==> src/rtl/core/dfatr_pkg.sv <==
// dfatr_pkg: shared types, field widths, opcodes and constants of the dfa token recognizer
// no dependencies; imported by the interfaces, the output queue and the top level

package dfatr_pkg;

  localparam int OPC_W   = 2;
  localparam int CHAR_W  = 8;
  localparam int STATE_W = 6;
  localparam int TYPE_W  = 9;

  // default table geometry
  localparam int STATE_COUNT_DEF = 64;
  localparam int CHAR_COUNT_DEF  = 256;

  // number of legal token types, 0 .. TYPE_COUNT-1
  localparam int TYPE_COUNT = 256;

  // output queue depth, must be a power of two
  localparam int OUT_DEPTH = 4;
  localparam int OUT_PW    = $clog2(OUT_DEPTH);
  localparam int OUT_CW    = $clog2(OUT_DEPTH + 1);

  typedef logic [OPC_W-1:0]          opcode_t;
  typedef logic [CHAR_W-1:0]         char_t;
  typedef logic [STATE_W-1:0]        state_t;
  typedef logic signed [TYPE_W-1:0]  type_t;

  localparam opcode_t OP_STEP        = 2'd0;
  localparam opcode_t OP_RESTART     = 2'd1;
  localparam opcode_t OP_WRITE_TRANS = 2'd2;
  localparam opcode_t OP_WRITE_TYPE  = 2'd3;

  localparam state_t DEAD_STATE  = 6'd0;
  localparam state_t START_STATE = 6'd1;
  localparam type_t  NO_TYPE     = -9'sd1;

  typedef struct packed {
    state_t current_state;
    type_t  token_type;
    logic   dead_end;
    logic   status;
  } rsp_t;

endpackage

==> src/rtl/core/dfatr_out_fifo.sv <==
// dfatr_out_fifo: small result queue between the pipeline and the result channel
// depends on dfatr_pkg

module dfatr_out_fifo import dfatr_pkg::*; (
  input  logic              clk,
  input  logic              rst,
  input  logic              push,
  input  rsp_t              push_data,
  input  logic              pop,
  output rsp_t              head,
  output logic [OUT_CW-1:0] count
);

  rsp_t              entries [OUT_DEPTH];
  logic [OUT_PW-1:0] wr_ptr;
  logic [OUT_PW-1:0] rd_ptr;

  always_ff @(posedge clk) begin
    if (push) begin
      entries[wr_ptr] <= push_data;
    end
  end

  always_ff @(posedge clk) begin
    if (rst) begin
      wr_ptr <= '0;
      rd_ptr <= '0;
      count  <= '0;
    end else begin
      if (push) begin
        wr_ptr <= wr_ptr + OUT_PW'(1);
      end
      if (pop) begin
        rd_ptr <= rd_ptr + OUT_PW'(1);
      end
      count <= count + OUT_CW'(push) - OUT_CW'(pop);
    end
  end

  assign head = entries[rd_ptr];

endmodule

==> config.mk <==
export PLATFORM = sky130hd
export DESIGN_NAME = dfatr_out_fifo
export DESIGN_NICKNAME = d
export VERILOG_FILES = /design/src/rtl/core/dfatr_pkg.sv /design/src/rtl/core/dfatr_out_fifo.sv
export SDC_FILE = /design/constraint.sdc
export NUM_CORES = 1
export LEC_CHECK = 0
export BUFFER_PORTS_ARGS = -buffer_cell sky130_fd_sc_hd__buf_2
export CAP_MARGIN = 25
export CELL_PAD_IN_SITES_DETAIL_PLACEMENT = 1
export CELL_PAD_IN_SITES_GLOBAL_PLACEMENT = 2
export CORE_ASPECT_RATIO = 1.4
export CORE_MARGIN = 1.5
export CORE_UTILIZATION = 45
export CTS_BUF_LIST = sky130_fd_sc_hd__clkbuf_4 sky130_fd_sc_hd__clkbuf_8
export DETAILED_ROUTE_END_ITERATION = 6
export PLACE_DENSITY = 0.93
export SETUP_SLACK_MARGIN = 0.3
export SYNTH_ARGS = -nofsm -noshare
export SYNTH_HDL_FRONTEND = slang
export SYNTH_SLANG_ARGS = --single-unit
==> constraint.sdc <==
create_clock -name clk -period 4.7 [get_ports clk]
set_input_delay 0.705 -clock clk [delete_from_list [all_inputs] [get_ports clk]]
set_output_delay 0.705 -clock clk [all_outputs]
set_load 0.02 [all_outputs]
== Word level (Yosys, flattened, before mapping) ==
Memories as Yosys holds them, arrays and structs flattened. A register that Yosys moved wholly into a read port is not among the register bits.
Cells that the tools add are included.

* Bits in registers: 7
* Memory bits (writable): 68
* Input bits: 21
* Output and inout bits: 20
* Word-level logic and storage cells: 12
* Memories kept: 1

* Add/sub/neg operators: 4
* Multiplexer cells: 4

{| class="wikitable"
|+ Memories
! memory !! words !! bits a word !! read ports !! clocked after Yosys merged registers in !! write ports !! line !! RTL
|-
| entries || 4 || 17 || 1 || 1 || 1 || dfatr_out_fifo.sv:14 || <nowiki>rsp_t entries [OUT_DEPTH];</nowiki>
|}

{| class="wikitable"
|+ Operators by type and width
! operator !! number
|-
| 2-bit by 1-bit adder with 2-bit output (second input constant) || 2
|-
| 2-bit 2-to-1 mux || 2
|-
| 3-bit by 1-bit adder with 3-bit output || 1
|-
| 3-bit by 1-bit subtractor with 3-bit output || 1
|-
| 1-bit 2-to-1 mux || 2
|}

== Longest topological paths before layout ==
Gate-level depths: netlist (run 1).

* Word-level depth: 3
* Depth in mapped cells: 7
* Mapped depth without buffers: 7

== Worst setup path before layout (run 1) ==
No wires, ideal clock.

* Kind: input-to-reg
* Start point: input port pop
* End point: register count[2]
* Setup time: 64 ps
* Arrival time: 1,956 ps
* Slack: 2,679 ps
* Stages on the path: 6
* Path buffers: 0
* Path through: ha_1 > inv_1 > ha_1 > fa_1 > xor3_1 > nor2_1

* Word-level cells in the longest chain between the ends: 1

{| class="wikitable"
|+ Ends and longest elaborated chain
! item !! line !! RTL
|-
| from (decl) || dfatr_out_fifo.sv:9 || <nowiki>input logic pop,</nowiki>
|-
| 3-bit by 1-bit subtractor with 3-bit output || dfatr_out_fifo.sv:36 || <nowiki>count <= count + OUT_CW'(push) - OUT_CW'(pop);</nowiki>
|-
| to (signal assigned) || dfatr_out_fifo.sv:36 ||
|-
| to (decl) || dfatr_out_fifo.sv:11 || <nowiki>output logic [OUT_CW-1:0] count</nowiki>
|}

Every way passes these cells.
A chain may end at the register's enable or synchronous reset.

==> summary.md, run 1 <==
| Metric | Value |
|---|---|
| Setup ws final | 2000 ps |
| WP buf/inv | 2 |
| Crit share post-route | a little under three fifths |
| Initial Utilization | 46.7% |
| TritonCTS clock tree | done |
| H-tree level count | 3 |
| VDD IR max | about 0.19 mV |
| Cts hold-fix bufs | 0 |
| Routed len/inst | roughly 20 um |
| NetSw | ~0.00036 W |
| Status | finished clean |
| Final setup vio count | 0 |
| Delay-heaviest family, CP | flip-flops |
| Clock group share of total power | 32.5% |
| Dpl hpwl | roughly 3500 um |
| Post-synth EDFFs | 68 |
| Predominant post-synthesis flop cell | edfxtp_1 |
| Antenna violations before repair | 0 |
| Top-count cell post-synth | edfxtp_1 |
| Post-route ant nets | 0 |
| FILL cells | around 580 |
| Syn Nets | roughly 160 |
| Fmax | about 370 MHz |
| Clock-pin slew on the worst setup and hold paths | around 80 ps |
| Row count | 34 |
| Slew Limit Fails | 0 |
| Die Span Y | around 98 um |
| Setup bufs post-CTS | 0 |
| DR iter-0 viols | 63 |
| Hold path depth | 2 |
| Synthesized flop and latch total | 77 |
| Port Buf Inserts | 40 |
| Crit path time final | between 2000 and 3000 ps |
| Sequential Power Share | between 50 and 60% |
| Highest routed layer | met4 |
| I/O pins | a little over 40 |
| Grt ovf | 0 |
| Worst slew pin tran | approximately 910 ps |
| Drt pass-1 iters | 4 |
| DIE WIDTH | between 70 and 80 um |
| Synth Area per Inst | between 20 and 25 um^2 |
| Vias in the first global route | ~1500 |
| Slew HR | around two fifths |
| Top post-synthesis cells by area | edfxtp_1 70%, mux4_2 7.7%, mux4_1 6.3% |
| Root Buffer | clkbuf_8 |
| Antenna fix cells | 0 |
| R2r setup slk | ~2900 ps |
| First-pass GRT wire length | between 8000 and 9000 um |
| Worst slack, placed | 2080 ps |
| Switching share of power | between 20% and 30% |
| Vias | 1336 |
| Crit end category | output port |
| Number of max-cap violations | 0 |
| Internal power | 0.00111 W |
| Cells after Synth | about 130 |
| Cts repair resizes | 0 |
| Met3 routed WL | 271 um |
| DRC | 0 |
| Arr. time, crit path | 2000 ps |
| Cells along the critical path | buf_8, mux4_1, buf_2 |
| Critical path launch point type | flip-flop |
| Leak | roughly 1.2 nW |
| Routed vias/inst | between 5 and 6 |
| Levels on crit path | 3 |
| Asr flop ratio synth | 0% |
| Final Hold Fails | 0 |
| Largest stage delay, worst path | between 600 and 700 ps |
| CP max FO | 10 |
| NumNets Final | between 200 and 250 |
| Reg-to-reg endpoint | count[2] |
| Final setup TNS | 0 ps |
| Synth unique cells | 19 |
| Worst hold path class | flip-flop to flip-flop |
| Warnings, synthesis | 0 |
| Skew final | 14.5 ps |
| Pwr/cell area | approximately 440 mW/mm^2 |
| Gate power share | between 10% and 20% |
| Synth cell count leaders | 68 x edfxtp_1, 10 x mux4_2, 9 x dfxtp_1 |
| CP required | 3990 ps |
| Reg2reg start | count[0] |
| Syn Std Cell Area | ~0.0029 mm^2 |
| Largest net degree at the start of global routing | 18 |
| Number of cells on the worst reg-to-reg path | 7 |
| Setup Crit Path Kind | flip-flop to output port |
| Total global-route track usage | 16.2% |
| Synth top area share | between 60% and 70% |
| Routability cong. | between 0.6 and 0.7 |
| Clock sinks | 77 |
| Met2 wire length | 2790 um |
| CTS max path bufs | 2 |
| Metal-1 WL | 2090 um |
| Sequential-to-total area share from yosys stat | between 70% and 80% |
| Largest area contributor in the netlist | edfxtp_1 |
| Area of the core | about 0.0063 mm^2 |
| TritonCTS buffer count | 9 |
| Area grow syn2layout | 15.5% |
| RSZ-0062 raised after global routing | false |
| CP endpoint | head[3] |
| Clock latency on the worst-skew pair | 340 ps |
| Share of layout cells above drive strength 1 | between 30% and 40% |
| Die area | around 0.007 mm^2 |
| CP max-delay cell | dfxtp_1 |
| Post-Route WL | approximately 5200 um |
[kinds of logic after synthesis]
logic type	synth area share, %
muxes	14.4
and+or+nand+nor	2.19
adders and majority gates	3.26
DFF	76.1
xor gates and xnor gates	1.41
AOI/OAI and AO/OA	0.514
buffers and inverters	2.19
[area by class of cell]
cell class	count	area (um^2)	area share (%)
Inverter	6	22.5	0.668
Sequential cell	77	2220	65.9
Clock buffer	9	124	3.67
Timing Repair Buffer	41	215	6.38
Tap cell	72	90.1	2.67
Clock inverter	7	63.8	1.89
Multi-Input combinational cell	42	634	18.8
[per-layer routing]
| metal | vias to the layer above | GRT usage [%] |
|---|---|---|
| met3 | 5 | 5.78 |
| met2 | 41 | 26.6 |
| li1 | 615 | - |
| met1 | 675 | 19.6 |
| met5 | - | 0 |
| met4 | 0 | 6.24 |
[per-stage QoR]
step                instances  utilization, %  hold slack, ps  area (um^2)  power, W
floorplan                 129               -             492         2920  0.000945
global placement          237            50.7             515         3170  0.000992
detailed placement        237            50.7             557         3170   0.00101
CTS                       253            53.7             561         3360   0.00148
global route              254            53.9             556         3370   0.00153
finish                    254            53.9             561         3370   0.00147
[tightest hold or removal path: cells and delay by family (launching register included)]
family          cells  cell delay, ps
flops               1             340
simple gates        1             100
compound gates      1              80
[flip-flops by register name, indices dropped and copies added (netlist names), named ones only]
name,cells
count,3
wr_ptr,2
entries,68
rd_ptr,2
[worst min-delay path by stage]
stage,from,slack [ps],end
final,rd_ptr[0],560,rd_ptr[1]
after detailed placement,rd_ptr[0],560,flip-flop
after global placement,rd_ptr[0],520,rd_ptr[1]
after CTS,push_data[1],560,entries[1][1]
after global routing,push_data[1],560,entries[1][1]
after floorplan,rd_ptr[1],490,flip-flop
[power by group through the flow]
stage	Clock, W	Combinational (W)	Sequential [W]
3_5_place_dp	0	0.000180	0.000828
3_3_place_gp	0	0.000169	0.000823
5_1_grt	0.000515	0.000200	0.000813
6_report	0.000477	0.000184	0.000808
4_1_cts	0.000488	0.000181	0.000813
2_1_floorplan	0	0.000125	0.000819
[cells in the final DEF (no fill, tap or decap), types with 4 or more instances in the layout]
| cell | n |
|---|---|
| edfxtp_1 | 68 |
| buf_2 | 40 |
| mux4_2 | 10 |
| dfxtp_1 | 9 |
| clkbuf_8 | 9 |
| mux4_1 | 7 |
| inv_1 | 6 |
| ha_1 | 6 |
| nor2_1 | 5 |
| clkinv_2 | 5 |
| and2_1 | 4 |
Note: power is estimated with default switching activity, not from simulation.
==> run 2: changes to the inputs <==
- ABC_AREA: not set -> 1
- CORE_UTILIZATION: 45 -> 40
- clock period: 4.7 -> 2.85 ns (I/O delays scaled with it)
==> run 2 against run 1 <==
Net effect:
- critical path depth increased by 3
- first-iteration DRC count increased by 67%
- combinational power increased by 62%
- flip-flop and latch count unchanged
- cell count increased by 51%
- global-route usage decreased by 1.1 points
- sequential power increased by 62%
- die area increased by 17%
- worst setup slack got worse by 1300 ps
- area after synthesis increased by 4.5%
- non-clock buffer count increased by 1
==> summary.md, run 2 <==
| Metric | Value |
|---|---|
| CP required | 2420 ps (was 3990 ps) |
| CP max FO | 13 (was 10) |
| Worst hold path class | input pin to flip-flop (was flip-flop to flip-flop) |
| Non-Filler Instances | 383 (was 254) |
| Crit path time final | approximately 2200 ps |
| Cts hold-fix bufs | 0 (unchanged) |
| Hold path depth | 1 (was 2) |
| Asr flop ratio synth | 0% (unchanged) |
| Area of the core | 0.00736 mm^2 (was 0.00625 mm^2) |
| CTS max path bufs | 2 (unchanged) |
| Top post-synthesis cells by area | edfxtp_1 67%, o21ai_1 7.7%, nor2_1 6.6% (was edfxtp_1 70%, mux4_2 7.7%, mux4_1 6.3%) |
| Number of cells on the worst reg-to-reg path | 4 (was 7) |
| Area grow syn2layout | 13.8% (was 15.5%) |
| Vias in the first global route | 1964 (was 1529) |
| Setup bufs post-CTS | 0 (unchanged) |
| VDD IR max | 0.304 mV (was 0.190 mV) |
| Root Buffer | clkbuf_8 (unchanged) |
| First-pass GRT wire length | 9230 um (was 8170 um) |
| Slew Limit Fails | 0 (unchanged) |
| DRC | 0 (unchanged) |
| Syn Std Cell Area | 0.00305 mm^2 (was 0.00292 mm^2) |
| Dpl hpwl | 3580 um (was 3450 um) |
| Setup ws final | 658 ps (was 2000 ps) |
| Crit end category | output port (unchanged) |
| Layout Utilization | 47.2% (was 53.9%) |
| DR iter-0 viols | 105 (was 63) |
| R2r setup slk | 1270 ps (was 2900 ps) |
| Synth top area share | 66.9% (was 69.9%) |
| Synthesized flop and latch total | 77 (unchanged) |
| Worst slew pin tran | 804 ps (was 915 ps) |
| Routability cong. | 0.668 (was 0.644) |
| Worst slack, placed | 1020 ps (was 2080 ps) |
| Grt ovf | 0 (unchanged) |
| Leak | 1.33 nW (was 1.22 nW) |
| Port Buf Inserts | 40 (unchanged) |
| NumNets Final | 309 (was 205) |
| TritonCTS buffer count | 9 (unchanged) |
| Cts repair resizes | 0 (unchanged) |
| Synth Area per Inst | 12.8 um^2 (was 22.6 um^2) |
| Skew final | 5.99 ps (was 14.5 ps) |
| Dpl cells | 367 (was 237) |
| Top-count cell post-synth | edfxtp_1 (unchanged) |
| Antenna fix cells | 0 (unchanged) |
| RSZ-0062 raised after global routing | false (unchanged) |
| Final Hold Fails | 0 (unchanged) |
| H-tree level count | 3 (unchanged) |
| Routed len/inst | 14.3 um (was 20.4 um) |
| Clock latency on the worst-skew pair | 350 ps (was 340 ps) |
| Biggest register | entries (unchanged) |
| Row count | 37 (was 34) |
| Fmax | approximately 460 MHz |
| Synth unique cells | 22 (was 19) |
| Post-synth EDFFs | 68 (unchanged) |
| Commonest cells after routing, fill and taps aside | 68 x edfxtp_1, 54 x nor2_1, 47 x o21ai_1, 40 x buf_2, 17 x inv_1 (was 68 x edfxtp_1, 40 x buf_2, 10 x mux4_2, 9 x dfxtp_1, 9 x clkbuf_8) |
| Arr. time, crit path | 1760 ps (was 2000 ps) |
| Clock-pin slew on the worst setup and hold paths | 80 ps (about the same) |
| Clock sinks | 77 (unchanged) |
| Status | finished clean (unchanged) |
| Largest area contributor in the netlist | edfxtp_1 (unchanged) |
| Cells after Synth | 239 (was 129) |
| DP Area | 0.00328 mm^2 (was 0.00317 mm^2) |
| Final setup vio count | 0 (unchanged) |
| Slew HR | 46.3% (was 39.0%) |
| Pwr/cell area | 693 mW/mm^2 (was 436 mW/mm^2) |
| Design area | 0.00347 mm^2 (was 0.00337 mm^2) |
| Number of max-cap violations | 0 (unchanged) |
| Post-Route WL | 5480 um (was 5180 um) |
| Drt pass-1 iters | 4 (unchanged) |
| Synth cell count leaders | 68 x edfxtp_1, 54 x nor2_1, 47 x o21ai_1 (was 68 x edfxtp_1, 10 x mux4_2, 9 x dfxtp_1) |
| I/O pins | 41 (unchanged) |
| Setup Crit Path Kind | flip-flop to output port (unchanged) |
| Total global-route track usage | 15.1% (was 16.2%) |
| Sequential-to-total area share from yosys stat | 72.8% (was 76.1%) |
| TritonCTS clock tree | done (unchanged) |
| Leading cell type in the layout, fill and taps excluded | edfxtp_1 (unchanged) |
| Largest net degree at the start of global routing | 34 (was 18) |
| Warnings, synthesis | 0 (unchanged) |
| Final setup TNS | 0 ps (unchanged) |
| Max FFs per register | 68 (unchanged) |
| Crit share post-route | roughly 77% |
| Antenna violations before repair | 0 (unchanged) |
| Post-route ant nets | 0 (unchanged) |
| DIE WIDTH | 76.8 um (was 71.1 um) |
| Share of layout cells above drive strength 1 | 21.3% (was 37.4%) |
| Die Span Y | 106 um (was 98.3 um) |
| Routed vias/inst | 4.86 (was 5.26) |
| Syn Nets | 267 (was 157) |
| Critical path launch point type | flip-flop (unchanged) |
| Die area | 0.00817 mm^2 (was 0.00699 mm^2) |
| Predominant post-synthesis flop cell | edfxtp_1 (unchanged) |
| Top flop regs | entries: 68 flops, count: 3 flops (unchanged) |
| Vias | 1863 (was 1336) |
| Initial Utilization | 41.5% (was 46.7%) |
[run 2: cell families after synthesis]
kind of cell	synth area share [%]
fa+ha+maj	3.11
flops	72.8
buf+inv	6.02
compound gates	9.22
simple gates	8.85
[run 2: area by class of cell]
cell class,instances,area [um^2]
clock buffers,11,145
well taps,97,121
repair buffers,42,215
fillers,783,3890
clock inverters,5,50.0
flip-flops and latches,77,2220
inverters,19,73.8
multi-input cells,132,647
[run 2: path summary, 6_finish.rpt]
| kind | start | end |
|---|---|---|
| max | flip-flop | head[3] |
| min | push_data[4] | entries[1][4] |
| max reg2reg | wr_ptr[0] | entries[2][0] |
| min reg2reg | wr_ptr[0] | wr_ptr[0] |
[run 2: through the flow]
step | hold slack [ps] | power [W]
finish | 294 | 0.00241
global route | 285 | 0.00251
CTS | 274 | 0.00244
detailed placement | 500 | 0.00164
global placement | 487 | 0.00163
floorplan | 473 | 0.00155
[run 2: where the power goes]
group / internal [W] / total [W] / switching, W / leakage (nW)
clock network: 0.000432 / 0.000800 / 0.000368 / 0.106
logic: 0.0000970 / 0.000298 / 0.000201 / 0.526
registers: 0.00129 / 0.00131 / 0.0000241 / 0.699
[run 2: critical path, cell delays in order (launching register included)]
cell	delay [ps]
dfxtp_1	630
buf_4	290
nor2_1	60
nor2_1	80
o21ai_1	70
o21ai_1	90
buf_2	180
[run 2: per-layer routing]
metal | share of wire [%] | track usage (%)
met5 | 0 | 0
met4 | 3.1 | 10.4
met3 | 4.1 | 3.18
met2 | 52 | 25.9
met1 | 41 | 16.6
